--- src/rtl/aobn_pkg.sv ---
// ----------------------------------------------------------------------------
// aobn_pkg
// Shared types and constants of the area-ordered box suppression unit.
// ----------------------------------------------------------------------------
`default_nettype none

package aobn_pkg;

	// Depth of the small queues between the parts of the unit
	localparam int FIFO_DEPTH = 4;

	// Reset value of the IoU threshold, about 0.3 in Q0.16
	localparam logic [15:0] IOU_THR_RESET = 16'd19661;

	// Cap on results per batch, and the number of results that may be sent early
	localparam int RESULT_CAP = 32;
	localparam logic [5:0] EARLY_CAP = 6'(RESULT_CAP - 1);

	// Classified box travelling from the front part to the back part
	typedef struct packed {
		logic [15:0] left_x;
		logic [15:0] top_y;
		logic [15:0] right_x;
		logic [15:0] bottom_y;
		logic [31:0] area;
		logic        store;
		logic        last;
		logic        ovf;
	} mid_t;

	// One result item
	typedef struct packed {
		logic [4:0] kept_index;
		logic       last_kept;
		logic       overflow;
	} res_t;

endpackage

`default_nettype wire

--- src/rtl/aobn_fifo.sv ---
// ----------------------------------------------------------------------------
// aobn_fifo
// Small show-ahead queue; head entry is visible while empty is low.
// ----------------------------------------------------------------------------
`default_nettype none

module aobn_fifo #(
	parameter int W = 8
) (
	input  wire logic         clk,
	input  wire logic         arst_n,
	input  wire logic         push,
	input  wire logic [W-1:0] din,
	output logic              full,
	input  wire logic         pop,
	output logic [W-1:0]      dout,
	output logic              empty
);
	import aobn_pkg::*;

	localparam int PW = $clog2(FIFO_DEPTH);
	localparam int CW = $clog2(FIFO_DEPTH + 1);

	logic [W-1:0]  mem_q [FIFO_DEPTH];
	logic [PW-1:0] wr_ptr_q;
	logic [PW-1:0] rd_ptr_q;
	logic [CW-1:0] cnt_q;
	logic          do_push;
	logic          do_pop;

	assign full    = (cnt_q == CW'(FIFO_DEPTH));
	assign empty   = (cnt_q == '0);
	assign do_push = push && !full;
	assign do_pop  = pop && !empty;
	assign dout    = mem_q[rd_ptr_q];

	// Store the incoming entry
	always_ff @(posedge clk) begin
		if (do_push) begin
			mem_q[wr_ptr_q] <= din;
		end
	end

	// Advance pointers and occupancy
	always_ff @(posedge clk or negedge arst_n) begin
		if (!arst_n) begin
			wr_ptr_q <= '0;
			rd_ptr_q <= '0;
			cnt_q    <= '0;
		end else begin
			if (do_push) begin
				wr_ptr_q <= PW'(wr_ptr_q + 1'b1);
			end
			if (do_pop) begin
				rd_ptr_q <= PW'(rd_ptr_q + 1'b1);
			end
			if (do_push && !do_pop) begin
				cnt_q <= CW'(cnt_q + 1'b1);
			end else if (do_pop && !do_push) begin
				cnt_q <= CW'(cnt_q - 1'b1);
			end
		end
	end

endmodule

`default_nettype wire

--- config.mk ---
export PLATFORM = sky130hd
export DESIGN_NAME = aobn_fifo
export DESIGN_NICKNAME = d
export VERILOG_FILES = /design/src/rtl/aobn_pkg.sv /design/src/rtl/aobn_fifo.sv
export SDC_FILE = /design/constraint.sdc
export NUM_CORES = 1
export LEC_CHECK = 0
export ABC_CLOCK_PERIOD_IN_PS = 2500
export BUFFER_PORTS_ARGS = -buffer_cell sky130_fd_sc_hd__buf_2
export CAP_MARGIN = 25
export CELL_PAD_IN_SITES_DETAIL_PLACEMENT = 0
export CELL_PAD_IN_SITES_GLOBAL_PLACEMENT = 1
export CORE_MARGIN = 2
export CORE_UTILIZATION = 48
export DETAILED_ROUTE_END_ITERATION = 7
export HOLD_SLACK_MARGIN = 0.06
export PLACE_DENSITY_LB_ADDON = 0.1
export SETUP_SLACK_MARGIN = 0.5
export SYNTH_ARGS = -nofsm -noshare
export SYNTH_HDL_FRONTEND = slang
export SYNTH_SLANG_ARGS = --single-unit
--- constraint.sdc ---
create_clock -name clk -period 2.5 [get_ports clk]
set_input_delay 0.375 -clock clk [delete_from_list [all_inputs] [get_ports clk]]
set_output_delay 0.375 -clock clk [all_outputs]
set_load 0.03 [all_outputs]
# ---- Word-level counts from Yosys, hierarchy flattened
# Memories as Yosys holds them, arrays and structs flattened.
# Index checks and enable logic that the tools add are counted.
dict set report word_totals {
  ram_bits 32
  n_memories 1
  out_inout_bits 10
  word_cells 23
  ff_bits 7
}
# name depth width rd rd_clocked_by_memory_dff wr line
set memory_table {}
lappend memory_table {mem_q 4 8 1 0 1 aobn_fifo.sv:24} ;# logic [W-1:0] mem_q [FIFO_DEPTH];
dict set report classes {
  n_addsub 4
  n_mux 4
  n_eq_ne 1
  reduce_logical 10
}
# op count
set ops {}
lappend ops {{$mux W3} 2}
lappend ops {{$add A2 B1 Y2 const B} 2}
lappend ops {{$logic_and A1 B1 Y1} 4}
lappend ops {{$logic_not A1 Y1} 4}
lappend ops {{$add A3 B1 Y3 const B} 1}
lappend ops {{$eq A3 B3 Y1 const B} 1}
lappend ops {{$logic_not A3 Y1} 1}
lappend ops {{$sub A3 B1 Y3 const B} 1}
lappend ops {{$mux W1} 2}
lappend ops {{$reduce_bool A2 Y1} 1}

# ---- Depth between registers and ports, before layout
dict set report logic_depth {
  ltp_word 7
  depth_mapped 9
  mapped_depth_nobuf 8
}

# ---- Worst setup path after synthesis
# No wires, ideal clock.
dict set report synth_timing {
  path_kind {reg2reg}
  start {register cnt_q[0]}
  end {register cnt_q[2]}
  t_arrival_ns 2.430
  slack_ns -0.009
  setup_ns 0.079
  path_stages_with_launch 9
  path_buffers 0
  cell_sequence {dfrtp_1 > nor3_1 > nand2b_1 > ha_1 > inv_1 > fa_1 > xor2_1 > nor2_1 > xor2_1}
}
dict set report synth_via {
  elab_chain_len 6
  word_cells_on_any_way 15
  classes_between {add/sub: 2; eq/ne: 1; mux: 2; reduce/logical: 10}
}
# item line
set synth_rtl {}
lappend synth_rtl {{start, declared} aobn_fifo.sv:27} ;# logic [CW-1:0] cnt_q;
lappend synth_rtl {{start signal, assigned} aobn_fifo.sv:58} ;# cnt_q <= CW'(cnt_q + 1'b1);
lappend synth_rtl {{start signal, assigned} aobn_fifo.sv:60} ;# cnt_q <= CW'(cnt_q - 1'b1);
lappend synth_rtl {{$logic_not A3 Y1 (*)} aobn_fifo.sv:32} ;# assign empty = (cnt_q == '0);
lappend synth_rtl {{via empty} aobn_fifo.sv:17} ;# output logic empty
lappend synth_rtl {{$logic_not A1 Y1 (*)} aobn_fifo.sv:34} ;# assign do_pop = pop && !empty;
lappend synth_rtl {{$logic_and A1 B1 Y1 (*)} aobn_fifo.sv:34}
lappend synth_rtl {{$logic_not A1 Y1} aobn_fifo.sv:57} ;# if (do_push && !do_pop) begin
lappend synth_rtl {{$logic_and A1 B1 Y1} aobn_fifo.sv:57}
lappend synth_rtl {{$mux W3 or $reduce_bool A2 Y1 (tied branches)} --}
# The timed path passes the listed nets; every way through them passes the cells marked *. The select of a mux whose other input is x is not followed.
# A chain may end at the register's enable or synchronous reset.

# ---- Worst setup path after layout
dict set report layout_timing {
  start {register rd_ptr_q[0]}
  end {output dout[4]}
}
dict set report layout_via {
  elab_chain_len 1
}
# item line
set layout_rtl {}
lappend layout_rtl {{start, declared} aobn_fifo.sv:26} ;# logic [PW-1:0] rd_ptr_q;
lappend layout_rtl {{start signal, assigned} aobn_fifo.sv:55} ;# rd_ptr_q <= PW'(rd_ptr_q + 1'b1);
lappend layout_rtl {{$mem_v2 Z4 W8} --}
lappend layout_rtl {{end, declared} aobn_fifo.sv:16} ;# output logic [W-1:0] dout,
# Every way passes these cells.

==> reports/metrics.cfg <==
[drt]
routed_via_density = 4.908
routed_wl_um = 2361
ant_nets = 0
dr_total_vias = 751
wire_per_inst_um = 15.43
dr.pass1.iters = 4
drt_iter0_markers = 32
route.detailed.drc = 0

[setup_path]
slowest_stage = mux4_2
cp-end-kind = output port
crit_fanout = 6
startpoint_type = flip-flop
crit_type = flip-flop to output port
cp_data_required_time_ns = 2.12
crit_chain = buf_6 -> mux4_2 -> buf_2
path_delay_family = multiplexers
critical_path_arrival_ns = 1.55
slowest_delay_ns = 0.50
critPathBufInv = 2

[sta]
hold_viol = 0
rsz0062_at_grt = yes
tightest_slew_ns = 0.4375
period_needed_ns = 1.926
finalMaxSlewViolations = 0
fin_worst_skew_ns = 0.006218
relSlewSlack = 0.7083
setup_viol = 0
fin_crit_sh = 0.7706
setup-tns-final_ns = 0
holdWs_ns = 0.2415
fmax_mhz = 519.1

[final_layout]
final_area_mm2 = 0.001869
antenna_cells = 0
final_cells = 153
syn_to_final_growth_pct = 17.64
fin_nets = 126
n_fill_cell = 256
drive_gt1_frac = 0.4954

[logic_synthesis]
synth-main-ff-cell = edfxtp_1
synth.most_common_cell = edfxtp_1
syn_area_mm2 = 0.001589
synth_xor_area_frac = 0.03307
syn_area_per_cell_um2 = 20.64
synth_simple_gate_area_frac = 0.05039
muxShareOfSynthArea = 0.1299
synth-edff-count = 32
synth_cells = 77
yosysWarnings = 0
netlist_top_cells_area = edfxtp_1 (60%), mux4_2 (11%), dfrtp_1 (11%)
synth_top_family_by_area = multiplexers
synth_top_cell_by_area = edfxtp_1
yosysSeqAreaShare = 0.7150
ys_top_cells_by_count = edfxtp_1 (32), mux4_2 (8), dfrtp_1 (7)
synth_cell_types = 20
syn_nets = 95
ys_ff_latch = 39
synthArstFlopShare = 0.1795
synthAdderAreaFrac = 0.05197
synth_compound_area_frac = 0
yosys.area.top_type_share = 0.6047

[grt]
grt_pass1_vias = 758
antenna_found_initial = 0
grt-ovfl-total = 0
grt_pass1_wl_um = 3753
grt_max_degree = 12
grtUsageTotal = 0.1527

[pwr]
p_sw_frac = 0.3602
p_int_uw = 1419
pwr-share-seq = 0.453
power_density_mw_per_mm2 = 1186
p_comb_frac = 0.414
p_total_uw = 2218
p_sw_uw = 798.8
clkPwrFrac = 0.132
ir_worst_vdd_mv = 0.5274
leakagePower_uw = 0.0006960

[clock_tree]
cts_buffer_depth = 2
cts-root-buf = clkbuf_4
clkSinkCount = 39
insertion_delay_ns = 0.34
cts.clk_slew.worst_paths_ns = 0.10
cts_tree = built
htree_levels = 2
cts_made_buffers = 5

[die]
initial_core_util = 0.5121
coreArea_mm2 = 0.003103
die_area_mm2 = 0.003787
ioPinCount = 22
die_w_um = 61.54
std_cell_rows = 20
die_y_um = 61.54

[placed_design]
dpl_cell_area_mm2 = 0.001763
dp_cells = 140
dpl.hpwl_um = 1656
io_buffers = 21
gp_congestion = 0.6650

[run_status]
status = finished clean

[hold_path]
hp-class = input port to flip-flop

[run]
drv_cap = 0

==> path summary, 6_finish.rpt <==
| path | endpoint | slack (ns) | from | cells past startpoint |
|---|---|---|---|---|
| max in group asynchronous | rd_ptr_q[0] | 1.94 | arst_n | 2 |
| min in group asynchronous | cnt_q[0] | 0.39 | arst_n | 2 |
| worst max-delay path | dout[4] | 0.57 | rd_ptr_q[0] | 3 |
| worst min register to register | cnt_q[2] | 0.56 | cnt_q[2] | 1 |
| worst max register to register | cnt_q[1] | 0.61 | cnt_q[1] | 7 |
| worst min-delay path | mem_q[2][1] | 0.24 | din[1] | 1 |
==> cell usage in the layout, fill, tap and decap left out, types with 3 or more instances in the layout <==
cell type / Yosys / routed
and2_2: 4 / 4
buf_2: 1 / 21
buf_4: 0 / 4
clkbuf_4: 0 / 5
dfrtp_1: 7 / 4
dfrtp_2: 0 / 3
edfxtp_1: 32 / 32
ha_1: 5 / 4
mux4_2: 8 / 8
xnor2_1: 4 / 4
==> per-stage QoR <==
step / utilization / setup WS [ns]
final: 0.6024 / 0.5736
after global routing: 0.6024 / 0.4891
after CTS: 0.5915 / 0.5212
after detailed placement: 0.5681 / 0.4900
after global placement: 0.5681 / 0.5458
after floorplan: - / 0.4728
==> logic make-up (layout without fill, tap and decap cells) <==
group         Yosys count  count (layout)
simple gates           10              10
flops                  39              39
mux                    10              10
buf+inv                 6              38
fa+ha+maj               6               6
xor+xnor                6               6
==> sequential cells by signal (all words and copies together) (netlist names) <==
signal / cells
mem_q: 32
rd_ptr_q: 2
wr_ptr_q: 2
cnt_q: 3
==> power groups by stage <==
stage | Combinational, uW | Clock (uW) | Sequential [uW]
after global routing | 1010 | 325 | 1030
after CTS | 888 | 299 | 1020
final | 919 | 293 | 1010
after detailed placement | 851 | 0 | 1050
after floorplan | 714 | 0 | 971
after global placement | 843 | 0 | 1040
==> routing by layer <==
| metal | vias up | share of wire | global-route usage |
|---|---|---|---|
| met2 | 16 | 0.48 | 0.2436 |
| met3 | 6 | 0.046 | 0.05882 |
| met1 | 371 | 0.45 | 0.1827 |
| met5 | - | 0 | 0 |
| li1 | 358 | - | - |
| met4 | 0 | 0.024 | 0.07295 |
==> timing repair <==
item                                   in CTS  in global routing
pin swaps                                   0                  0
setup endpoints to repair                   6                  3
resized for setup                           2                  3
endpoints found under the hold margin       7                  0
hold buffers                                1                  0
buffers inserted                            1                  3
==> layout make-up <==
cell class | count | area (um^2) | area share
Multi-Input combinational cell | 32 | 457.9 | 0.2450
Timing Repair Buffer | 27 | 156.4 | 0.08367
Clock inverter | 2 | 7.507 | 0.004016
Sequential cell | 39 | 1140 | 0.6098
Clock buffer | 6 | 41.29 | 0.02209
Inverter | 3 | 11.26 | 0.006024
Tap cell | 44 | 55.05 | 0.02945
No activity file was read; power rests on OpenSTA's default activity.
