$ cat config.mk
export PLATFORM = sky130hd
export DESIGN_NAME = aobn_front
export DESIGN_NICKNAME = d
export VERILOG_FILES = /design/src/rtl/aobn_pkg.sv /design/src/rtl/aobn_front.sv
export SDC_FILE = /design/constraint.sdc
export NUM_CORES = 1
export LEC_CHECK = 0
export ABC_AREA = 0
export BUFFER_PORTS_ARGS = -buffer_cell sky130_fd_sc_hd__buf_2
export CAP_MARGIN = 20
export CORE_MARGIN = 4
export CORE_UTILIZATION = 50
export CTS_CLUSTER_SIZE = 20
export DETAILED_ROUTE_END_ITERATION = 7
export PLACE_DENSITY = 0.79
export SETUP_SLACK_MARGIN = 0.2
export SYNTH_ARGS = -nofsm -noshare
export SYNTH_HDL_FRONTEND = slang
export SYNTH_SLANG_ARGS = --single-unit
$ cat constraint.sdc
create_clock -name clk -period 8.7 [get_ports clk]
set_input_delay 0.435 -clock clk [delete_from_list [all_inputs] [get_ports clk]]
set_output_delay 0.435 -clock clk [all_outputs]
set_load 0.1 [all_outputs]
$ cat src/rtl/aobn_pkg.sv
// ----------------------------------------------------------------------------
// aobn_pkg
// Shared types and constants of the area-ordered box suppression unit.
// ----------------------------------------------------------------------------
`default_nettype none

package aobn_pkg;

	// Depth of the small queues between the parts of the unit
	localparam int FIFO_DEPTH = 4;

	// Reset value of the IoU threshold, about 0.3 in Q0.16
	localparam logic [15:0] IOU_THR_RESET = 16'd19661;

	// Cap on results per batch, and the number of results that may be sent early
	localparam int RESULT_CAP = 32;
	localparam logic [5:0] EARLY_CAP = 6'(RESULT_CAP - 1);

	// Classified box travelling from the front part to the back part
	typedef struct packed {
		logic [15:0] left_x;
		logic [15:0] top_y;
		logic [15:0] right_x;
		logic [15:0] bottom_y;
		logic [31:0] area;
		logic        store;
		logic        last;
		logic        ovf;
	} mid_t;

	// One result item
	typedef struct packed {
		logic [4:0] kept_index;
		logic       last_kept;
		logic       overflow;
	} res_t;

endpackage

`default_nettype wire

$ cat src/rtl/aobn_front.sv
// ----------------------------------------------------------------------------
// aobn_front
// Accepts boxes, works out their area and marks those beyond capacity.
// ----------------------------------------------------------------------------
`default_nettype none

module aobn_front #(
	parameter int MAX_BOXES = 32
) (
	input  wire logic        clk,
	input  wire logic        arst_n,
	input  wire logic        accept,
	input  wire logic [15:0] left_x,
	input  wire logic [15:0] top_y,
	input  wire logic [15:0] right_x,
	input  wire logic [15:0] bottom_y,
	input  wire logic        batch_end,
	output aobn_pkg::mid_t   entry
);
	import aobn_pkg::*;

	localparam int CW = $clog2(MAX_BOXES + 1);

	logic [CW-1:0] count_q;
	logic          ovf_q;
	logic          store;
	logic          wf_ok;
	logic [15:0]   dx;
	logic [15:0]   dy;

	// Classify: well-formed box, room left in the store
	assign wf_ok = (right_x > left_x) && (bottom_y > top_y);
	assign dx    = right_x - left_x;
	assign dy    = bottom_y - top_y;
	assign store = (count_q < CW'(MAX_BOXES));

	always_comb begin
		entry.left_x   = left_x;
		entry.top_y    = top_y;
		entry.right_x  = right_x;
		entry.bottom_y = bottom_y;
		entry.area     = wf_ok ? (32'(dx) * 32'(dy)) : '0;
		entry.store    = store;
		entry.last     = batch_end;
		entry.ovf      = ovf_q || !store;
	end

	// Count boxes of the open batch, drop count at its end
	always_ff @(posedge clk or negedge arst_n) begin
		if (!arst_n) begin
			count_q <= '0;
			ovf_q   <= 1'b0;
		end else if (accept) begin
			if (batch_end) begin
				count_q <= '0;
				ovf_q   <= 1'b0;
			end else if (store) begin
				count_q <= CW'(count_q + 1'b1);
			end else begin
				ovf_q <= 1'b1;
			end
		end
	end

endmodule

`default_nettype wire

# Word-level counts from Yosys, hierarchy flattened
# Index checks and enable logic that the tools add are counted.
# word_totals
rom_bits,0
n_memories,0
out_inout_bits,99
word_cells,21
ramBits,0
ff_bits,7
inputBits,68
latch_bits,0
# op_classes
n_bitwise,0
multipliers,1
shift,0
n_addsub,3
order_cmp,3
n_eq_ne,1
div_mod_pow,0
muxes,5
n_reduce_logical,6
# op_table
cell,count
$gt 16x16->1,2
$mul 16x16->32,1
$mux 32,1
$sub 16x16->16,2
$mux 6,2
$add 6x1->6 const B,1
$lt 6x6->1 const B,1
$reduce_and 2->1,2
$mux 1,2
$ne 2x2->1 const B,1
$reduce_bool 2->1,1
$logic_and 1x1->1,1
$logic_not 1->1,1
$logic_or 1x1->1,1

# Logic depth before layout (Yosys ltp)
# Gate-level depths: netlist of run 1.
# logic_depth
ltp_word,3
ltp_mapped,33
depth_no_buf,31

# Least setup slack after synthesis of run 1
# Ideal clock, no wire load.
# synth_path
kind,input to output
start,in right_x[0]
end,out entry[33] (netlist name)
arrival_time_ns,9.976
cell_stages,31
slack_ns,-1.711
path_buffers,2
required_time_ns,8.265
path_cell_list,inv_1 -> ha_1 -> inv_1 -> fa_1 -> a21oi_1 -> nand4b_1 -> a21oi_1 -> o21ai_0 -> nor3b_1 -> nor2_1 -> xor2_1 -> buf_2 -> nand2_1 -> fa_1 -> fa_1 -> fa_1 -> inv_1 -> fa_1 -> fa_1 -> inv_1 -> fa_1 -> inv_1 -> ha_1 -> clkbuf_1 -> nand3_1 -> a211oi_1 -> a21oi_1 -> o21ai_1 -> a221o_1 -> nor4_1 -> nor4_1
# synth_lines
item,line_no,rtl
from (decl),aobn_front.sv:15,"input wire logic [15:0] right_x,"
to (decl),aobn_front.sv:18,output aobn_pkg::mid_t entry

==> results.md, run 1 <==
- Vias per Instance: roughly 5.4
- Worst-Margin Slew: between 800 and 900 ps
- Dpl ws: about 130 ps
- Post-Layout Inst Area: roughly 0.013 sq mm
- Placed instance area: 0.0124 sq mm
- Slew Limit Fails: 0
- Max-slew headroom: approximately two fifths
- CTS Buffer Depth: 2
- Register area share after synthesis: about 1.6%
- CTS sink count: 7
- Num CTS Buffers: 3
- Layout Nets: about 1900
- Mean area per synthesized cell: 8.11 sq um
- H-Tree Level Count: 1
- Crit Path Category: input port to output pin
- Worst min-delay path class: input port to asynchronous set/reset pin
- RSZ-0062 raised after global routing: yes
- Ys Warns: 0
- GRT Overall Usage: approximately a quarter
- DR vias: slightly below 10000
- Die area: about 0.025 sq mm
- Die Wd: around 160 um
- Area grow syn2layout: 15.2%
- Worst-skew pair later-pin latency: roughly 230 ps
- Endpoint class of the critical path: output pin
- CP max stage delay: about 540 ps
- Critical path's slowest cell: fa_1
- GR Overflow Total: 0
- Gate Count Post-Synth: about 1400
- Dpl hpwl: 25500 um
- Syn_nets: 1788
- Number of synthesized flops with an enable pin: 0
- Crit start category: input port
- DR WL/cell: between 15 and 20 um
- First-pass GRT wire length: roughly 48000 um
- Die Y: 158 um
- Most used flip-flop cell after synthesis: dfrtp_1
- Initial drt markers: about 660
- DRT Wirelength: approximately 30000 um
- IO Port Bufs: ~170
- Critical Path Fanout Max: 5
- Layout fillers: around 1900
- Initial antenna violation count: 0
- Clock-pin slew on the worst setup and hold paths: ~40 ps
- CP arrival: approximately 8000 ps
- Final WS setup: around 250 ps
- Status: finished, final reports clean
- Final Setup Violations: 0
- ANT nets after route: 0
- Core outline area: approximately 0.022 sq mm
- Area of the multi-input gates: between 0.009 and 0.01 sq mm
- Final worst path period need: around 8500 ps
- Max_cap viols: 0
- Row count: 54
- Cell area after synthesis: roughly 0.011 sq mm
- Post-synth ARST share: 100%
- Antenna Cells: 0
- Register Area: 175 sq um
- CTS tree: yes
- Fmax: around 0.12 GHz
- Root buffer cell: clkbuf_16
- Final setup skew: about 2.2 ps
- Vias in the first global route: roughly 9700
- Worst Path Required: 8270 ps
- First drt pass iteration count: 6
- Largest net degree at the start of global routing: 33
- Top cell by count, worst path: fa_1
- #FFs+latches synth: 7
- Gp weighted congestion: 0.972
- DRC errors left: 0
- Library cells used by synthesis: just over 60
- Initial core utilization: roughly half
- Ports: roughly 170
- Share of layout cells above drive strength 1: a little over a fifth
- Final hold vios: 0
- Final worst path period share: between 90% and 100%
==> sequential cells by signal (all words and copies together) (netlist names) <==
name,flops
count_q,6
ovf_q,1
==> final timing paths <==
check	end	slack (ps)	from	cells after the start
setup / recovery	entry[30]	250	bottom_y[0]	33
hold / removal	count_q[3]	30	arst_n	1
setup reg to reg	count_q[2]	7460	count_q[5]	5
hold reg to reg	ovf_q	540	ovf_q	2
max in group asynchronous	count_q[5]	8510	arst_n	1
min in group clk	ovf_q	500	batch_end	2
==> Yosys cell counts (22+ instances only) <==
cell,number,share of area [%]
inv_1,281,9.4
fa_1,196,35
nand2_1,154,5.1
ha_1,138,15
nor2_1,122,4.1
buf_4,67,4.5
a21oi_1,55,2.4
xnor2_1,41,3.2
and2_1,39,2.2
xor2_1,27,2.1
a21o_1,26,1.7
clkbuf_1,26,0.87
o21ai_0,22,0.98
==> kinds of logic after synthesis <==
| family | count (synthesis) | share of synthesized area [%] |
|---|---|---|
| AND/OR/NAND/NOR | 418 | 17.0 |
| buffers and inverters | 387 | 15.5 |
| adder cells (fa/ha/maj) | 334 | 50.3 |
| AO/OA/AOI/OAI | 171 | 10.3 |
| XOR/XNOR | 69 | 5.45 |
| flip-flops | 7 | 1.56 |
==> metrics by stage <==
step	util, %	hold WS (ps)	TNS [ps]	instances
after global routing	58.9	33.6	0	1798
after floorplan	-	139	-527	1386
after CTS	57.2	33.9	0	1784
after detailed placement	56.7	278	0	1780
after global placement	56.7	274	0	1780
final	58.9	30.6	0	1798
==> timing repair <==
action / 4_1_cts / 5_1_grt
resized for setup: 6 / 62
buffers inserted: 0 / 14
pin swaps: 0 / 36
hold endpoints to repair: 0 / 0
hold buffers: 0 / 0
endpoints found under the setup margin: 5 / 12
==> metal layers <==
metal  up-vias  GRT usage, %  part of all wire [%]
met5         -             0                     0
met4         0          6.27                   3.1
met3        81          3.25                   9.7
met2       527          41.1                    48
met1      4682          31.0                    39
li1       4504             -                     -
==> cells in the final DEF, fill, tap and decap left out, types with 7 or more instances in the layout <==
master / instances
buf_2: 149
xnor2_1: 34
buf_12: 16
a21oi_2: 7
and2_1: 39
dfrtp_1: 7
buf_4: 64
nand2b_1: 21
xor2_1: 22
nand2_1: 154
a21oi_1: 49
a31oi_1: 8
ha_1: 133
o21ai_0: 18
a21o_1: 26
and3_1: 8
inv_1: 276
nor3_1: 10
xnor2_2: 7
nand4_1: 11
fa_1: 193
nand3_1: 14
nor2b_1: 14
nor2_2: 13
nor2_1: 105
==> critical path: cells and delay by family <==
| family | cells | cell delay (ps) |
|---|---|---|
| buf+inv | 10 | 1060 |
| compound gates | 8 | 1820 |
| xor+xnor | 2 | 390 |
| fa+ha+maj | 9 | 3760 |
| simple gates | 4 | 550 |
==> area by class of cell <==
type | instances | share of cell area [%]
Inverter | 281 | 8.17
Sequential cell | 7 | 1.35
Clock inverter | 1 | 0.0387
Multi-Input combinational cell | 992 | 74.7
Timing Repair Buffer | 234 | 12.4
Clock buffer | 3 | 0.580
Tap cell | 280 | 2.71
Power of run 1 is left out: the tool's default activity adds up to more than one toggle a clock period on the data nets, which glitch-free logic cannot reach.
==> inputs of run 2 (changes only) <==
==> constraint.sdc (replaced) <==
create_clock -name clk -period 8.7 [get_ports clk]
set_input_delay 1.74 -clock clk [delete_from_list [all_inputs] [get_ports clk]]
set_output_delay 1.74 -clock clk [all_outputs]
set_load 0.1 [all_outputs]
==> results.md, run 2 (synthesized netlist as in run 1, its figures left out) <==
- Final worst path period share: 123% (+26 points)
- CTS sink count: 7 (unchanged)
- GRT Overall Usage: 29.2% (+5.7 points)
- Largest registers: count_q x6, ovf_q x1
- R2r setup slk: 7400 ps (-60 ps)
- Max_cap viols: 0 (unchanged)
- Crit start category: input port
- Final setup skew: 4.06 ps (+1.81 ps)
- Die area: 0.0249 sq mm (unchanged)
- Die Wd: 158 um (unchanged)
- Clock-pin slew on the worst setup and hold paths: 40 ps (about the same)
- Max-slew headroom: 33.2% (-6.8 points)
- Worst-Margin Slew: 998 ps (+103 ps)
- Most frequent cells in the layout: buf_4 (306), inv_1 (247), fa_1 (181)
- CTS Hold Bufs: 0 (unchanged)
- IO Port Bufs: 166 (unchanged)
- Met2 WL: 20700 um (+42%)
- Die Y: 158 um (unchanged)
- Hold_ws: 526 ps (+495 ps)
- ANT nets after route: 0 (unchanged)
- Share of layout cells above drive strength 1: 43.4% (+22 points)
- DRT Wirelength: 37700 um (+24%)
- Final WS setup: -2030 ps (-2280 ps)
- DRC errors left: 0 (unchanged)
- FF-to-FF path depth: 5 (unchanged)
- Largest net degree at the start of global routing: 14 (-58%)
- Antenna Cells: 0 (unchanged)
- Critical Path Fanout Max: 6 (+1)
- Top cell by count, worst path: fa_1
- Area grow syn2layout: 48.8%
- Hold Path Depth: 2
- Worst Path Required: 6960 ps (-1310 ps)
- Hold endpoint: ovf_q
- First-pass GRT wire length: 58700 um (+23%)
- Buf/Inv on CP: 12 (+2)
- Initial antenna violation count: 0 (unchanged)
- Number of flip-flops in the largest register: 6 (unchanged)
- Slew Limit Fails: 0 (unchanged)
- CP delay by family, top: adder cells
- Layout fillers: 1431 (-26%)
- Row count: 54 (unchanged)
- Critical path's slowest cell: fa_1
- Layout Nets: 2208 (+15%)
- Met1 wire length: 12600 um (+5.9%)
- CTS tree: yes
- Initial core utilization: 51.2% (unchanged)
- Most flops, register: count_q
- RSZ-0062 raised after global routing: yes
- H-Tree Level Count: 1 (unchanged)
- Max Used Layer: met4
- Vias per Instance: 5.44 (-0.14%)
- Endpoint class of the critical path: output pin
- Final worst path period need: 10730 ps (+2280 ps)
- Min-delay src: ovf_q
- Fmax: 0.0932 GHz (-21%)
- Commonest non-fill, non-tap cell in the layout: buf_4
- CP max stage delay: 560 ps (+20 ps)
- Dpl hpwl: 29100 um (+14%)
- Core outline area: 0.0220 sq mm (unchanged)
- Num CTS Buffers: 3 (unchanged)
- First drt pass iteration count: 5 (-1)
- DR WL/cell: 18.1 um (+7.1%)
- Vias in the first global route: 12400 (+28%)
- Final Setup Violations: 26 (+26)
- Setup TNS: -40420 ps (-40420 ps)
- Failing checks: negative setup slack
- Status: finished, violations left
- Worst min-delay path class: flip-flop to flip-flop
- DR WL met3: 2400 um (-18%)
- CP arrival: 8990 ps (+970 ps)
- Worst-skew pair later-pin latency: 230 ps (about the same)
- Crit Path Category: input port to output pin
- GR Overflow Total: 0 (unchanged)
- Gp weighted congestion: 0.996 (+2.5%)
- End of the worst register-to-register path: count_q[4]
- CTS Buffer Depth: 2 (unchanged)
- Root buffer cell: clkbuf_16
- Final hold vios: 0 (unchanged)
- Initial drt markers: 731 (+11%)
- Ports: 167 (unchanged)
- Reg2reg start: count_q[5]
- DR vias: 11300 (+16%)
## run 2: cell types whose count changed in the layout (fill, tap and decap cells not counted), sizes merged
cell	before	now
buf	234	521
clkinv	1	0
clkbuf	3	4
## run 2: layout make-up
type                    count  area [sq um]  share of cell area, %
clock buffers               4          78.8                  0.471
inverters                 281          1080                   6.46
multi-input cells         992         10900                   65.2
flip-flops and latches      7           175                   1.05
well taps                 280           350                   2.10
repair buffers            521          4140                   24.8
## run 2: worst register-to-register path, cell delays in order, from the launching register on
cell     delay [ps]
dfrtp_1         420
inv_1           180
nand4_1         170
nor3b_1         220
a21oi_1          60
o22ai_1         160
## run 2: worst max-delay path by stage
stage                     start         to  cells after the start
global route        bottom_y[0]  entry[30]                     35
finish              bottom_y[0]  entry[31]                     35
CTS                 bottom_y[0]  entry[33]                     35
global placement    bottom_y[0]  entry[33]                     35
floorplan           bottom_y[0]  entry[33]                     30
detailed placement  bottom_y[0]  entry[31]                     35
## run 2: stage by stage
stage / cells / util, % / instance area, sq um / setup slack [ps]
2_1_floorplan: 1386 / - / 11900 / -2170
3_3_place_gp: 2030 / 68.6 / 15100 / -2180
3_5_place_dp: 2030 / 68.6 / 15100 / -2390
4_1_cts: 2066 / 73.9 / 16200 / -2000
5_1_grt: 2085 / 76.2 / 16700 / -2310
6_report: 2085 / 76.2 / 16700 / -2030
## run 2: what timing repair did
| action | in CTS | in global routing |
|---|---|---|
| pin swaps | 83 | 42 |
| setup endpoints to repair | 26 | 27 |
| setup buffers | 32 | 19 |
| resized for setup | 167 | 81 |
## run 2: metal layers
metal  GRT usage [%]  vias up
met3            2.65      182
li1                -     5075
met2            56.2      508
met1            33.0     5576
met5               0        -
met4            11.9        0
Power of run 2 is left out for the same reason.
==> inputs of run 3 (changes only) <==
==> constraint.sdc (replaced) <==
create_clock -name clk -period 12.1 [get_ports clk]
set_input_delay 2.42 -clock clk [delete_from_list [all_inputs] [get_ports clk]]
set_output_delay 2.42 -clock clk [all_outputs]
set_load 0.1 [all_outputs]
==> results.md, run 3 (synthesized netlist as in run 1, its figures left out) <==
- Initial drt markers: 595 (-19%)
- Largest net degree at the start of global routing: 33 (+19)
- Initial core utilization: 51.2% (unchanged)
- Number of flip-flops in the largest register: 6 (unchanged)
- ANT nets after route: 0 (unchanged)
- Root buffer cell: clkbuf_16
- Die area: 0.0249 sq mm (unchanged)
- Max_cap viols: 0 (unchanged)
- Row count: 54 (unchanged)
- Final WS setup: -88.2 ps (+1940 ps)
- Slew Limit Fails: 0 (unchanged)
- Worst min-delay path class: flip-flop to flip-flop
- Layout Nets: 2040 (-7.6%)
- Die Wd: 158 um (unchanged)
- CP arrival: 9770 ps (+780 ps)
- Endpoint class of the critical path: output pin
- DR vias: 10400 (-8.7%)
- CTS sink count: 7 (unchanged)
- RSZ-0062 raised after global routing: yes
- Fmax: around 0.08 GHz
- Status: finished, violations left
- Launch point of the worst path: bottom_y[0]
- Share of layout cells above drive strength 1: 30.2% (-13 points)
- First-pass GRT wire length: 52500 um (-11%)
- Worst Path Required: 9680 ps (+2720 ps)
- Final Setup Violations: 7 (-73%)
- Final worst path period need: between 10000 and 15000 ps
- Crit start category: input port
- Final worst path period share: 101%
- Core outline area: 0.0220 sq mm (unchanged)
- Top cell by count, worst path: fa_1
- Reg2reg start: count_q[5]
- DRC errors left: 0 (unchanged)
- First drt pass iteration count: 6 (+1)
- Dpl ws: -327 ps (+2060 ps)
- Layout fillers: 1787 (+25%)
- Gp weighted congestion: 1.00 (+0.76%)
- Most flops, register: count_q
- Most frequent cells in the layout: inv_1 (268), fa_1 (190), buf_4 (167)
- Buf/Inv on CP: 6 (-6)
- Failing checks: negative setup slack
- Final setup skew: 1.85 ps (-2.21 ps)
- Critical Path Fanout Max: 5 (-1)
- CTS tree: yes
- DR WL/cell: 17.3 um (-4.2%)
- Final hold vios: 0 (unchanged)
- Dpl hpwl: 27100 um (-6.9%)
- Vias per Instance: 5.40 (-0.66%)
- Die Y: 158 um (unchanged)
- Min-delay src: ovf_q
- Critical path's slowest cell: fa_1
- Ports: 167 (unchanged)
- Max-slew headroom: 23.4% (-9.8 points)
- CP max stage delay: 580 ps (+20 ps)
- DRT Wirelength: 33200 um (-12%)
- CP delay by family, top: adder cells
- Clock-pin slew on the worst setup and hold paths: 30 ps (about the same)
- CTS Hold Bufs: 0 (unchanged)
- Crit Path Category: input port to output pin
- Vias in the first global route: 10800 (-13%)
- Worst-Margin Slew: 1140 ps (+144 ps)
- Worst-skew pair later-pin latency: 230 ps (about the same)
- GR Overflow Total: 0 (unchanged)
- Commonest non-fill, non-tap cell in the layout: inv_1
- IO Port Bufs: 166 (unchanged)
- Area grow syn2layout: 27.9%
- Num CTS Buffers: 3 (unchanged)
- GRT Overall Usage: 26.1% (-3.1 points)
- Initial antenna violation count: 0 (unchanged)
- Largest registers: count_q x6, ovf_q x1
- Antenna Cells: 0 (unchanged)
- H-Tree Level Count: 1 (unchanged)
- CTS Buffer Depth: 2 (unchanged)
## run 3: repair_timing
item	4_1_cts	5_1_grt
pin swaps	65	55
setup endpoints to repair	14	20
setup buffers	16	19
resized for setup	76	47
## run 3: final timing paths
| kind | to | slack (ps) | depth (start not counted) |
|---|---|---|---|
| worst min-delay path | ovf_q | 520 | 2 |
| worst max register to register | count_q[4] | 10850 | 5 |
| min in group asynchronous | count_q[3] | 2020 | 1 |
| max in group asynchronous | ovf_q | 9920 | 1 |
| worst max-delay path | entry[30] | -90 | 31 |
| worst min register to register | ovf_q | 520 | 2 |
## run 3: per-stage QoR
stage                     area [sq um]  instances  util [%]  setup TNS (ps)  hold WS, ps
after floorplan                  11500       1386         -            -147          483
after global placement           13400       1878      61.2           -1270          505
after detailed placement         13400       1878      61.2           -1890          513
after CTS                        14000       1898      63.8           -4.85          533
after global routing             14400       1917      65.4           -2460          600
final                            14400       1917      65.4            -368          524
## run 3: area by class of cell
type	count	area, sq um	area share [%]
timing repair buffer	353	2670	18.6
sequential	7	175	1.22
tap	280	350	2.44
clock buffer	4	78.8	0.548
multi-input combinational	992	10000	69.9
inverter	281	1060	7.36
## run 3: worst reg2reg max path: cells and delay by family, from the launching register on
family | cells | cell delay [ps]
and+or+nand+nor | 2 | 350
AOI/OAI and AO/OA | 2 | 200
buffers and inverters | 1 | 180
DFF | 1 | 430
## run 3: layer usage
metal	share of wire [%]	up-vias	global-route usage, %
met5	0	-	0
met4	3.6	0	6.96
met3	8.9	88	4.46
met2	49	483	46.1
met1	39	5031	33.2
li1	-	4756	-
Power of run 3 is left out for the same reason.
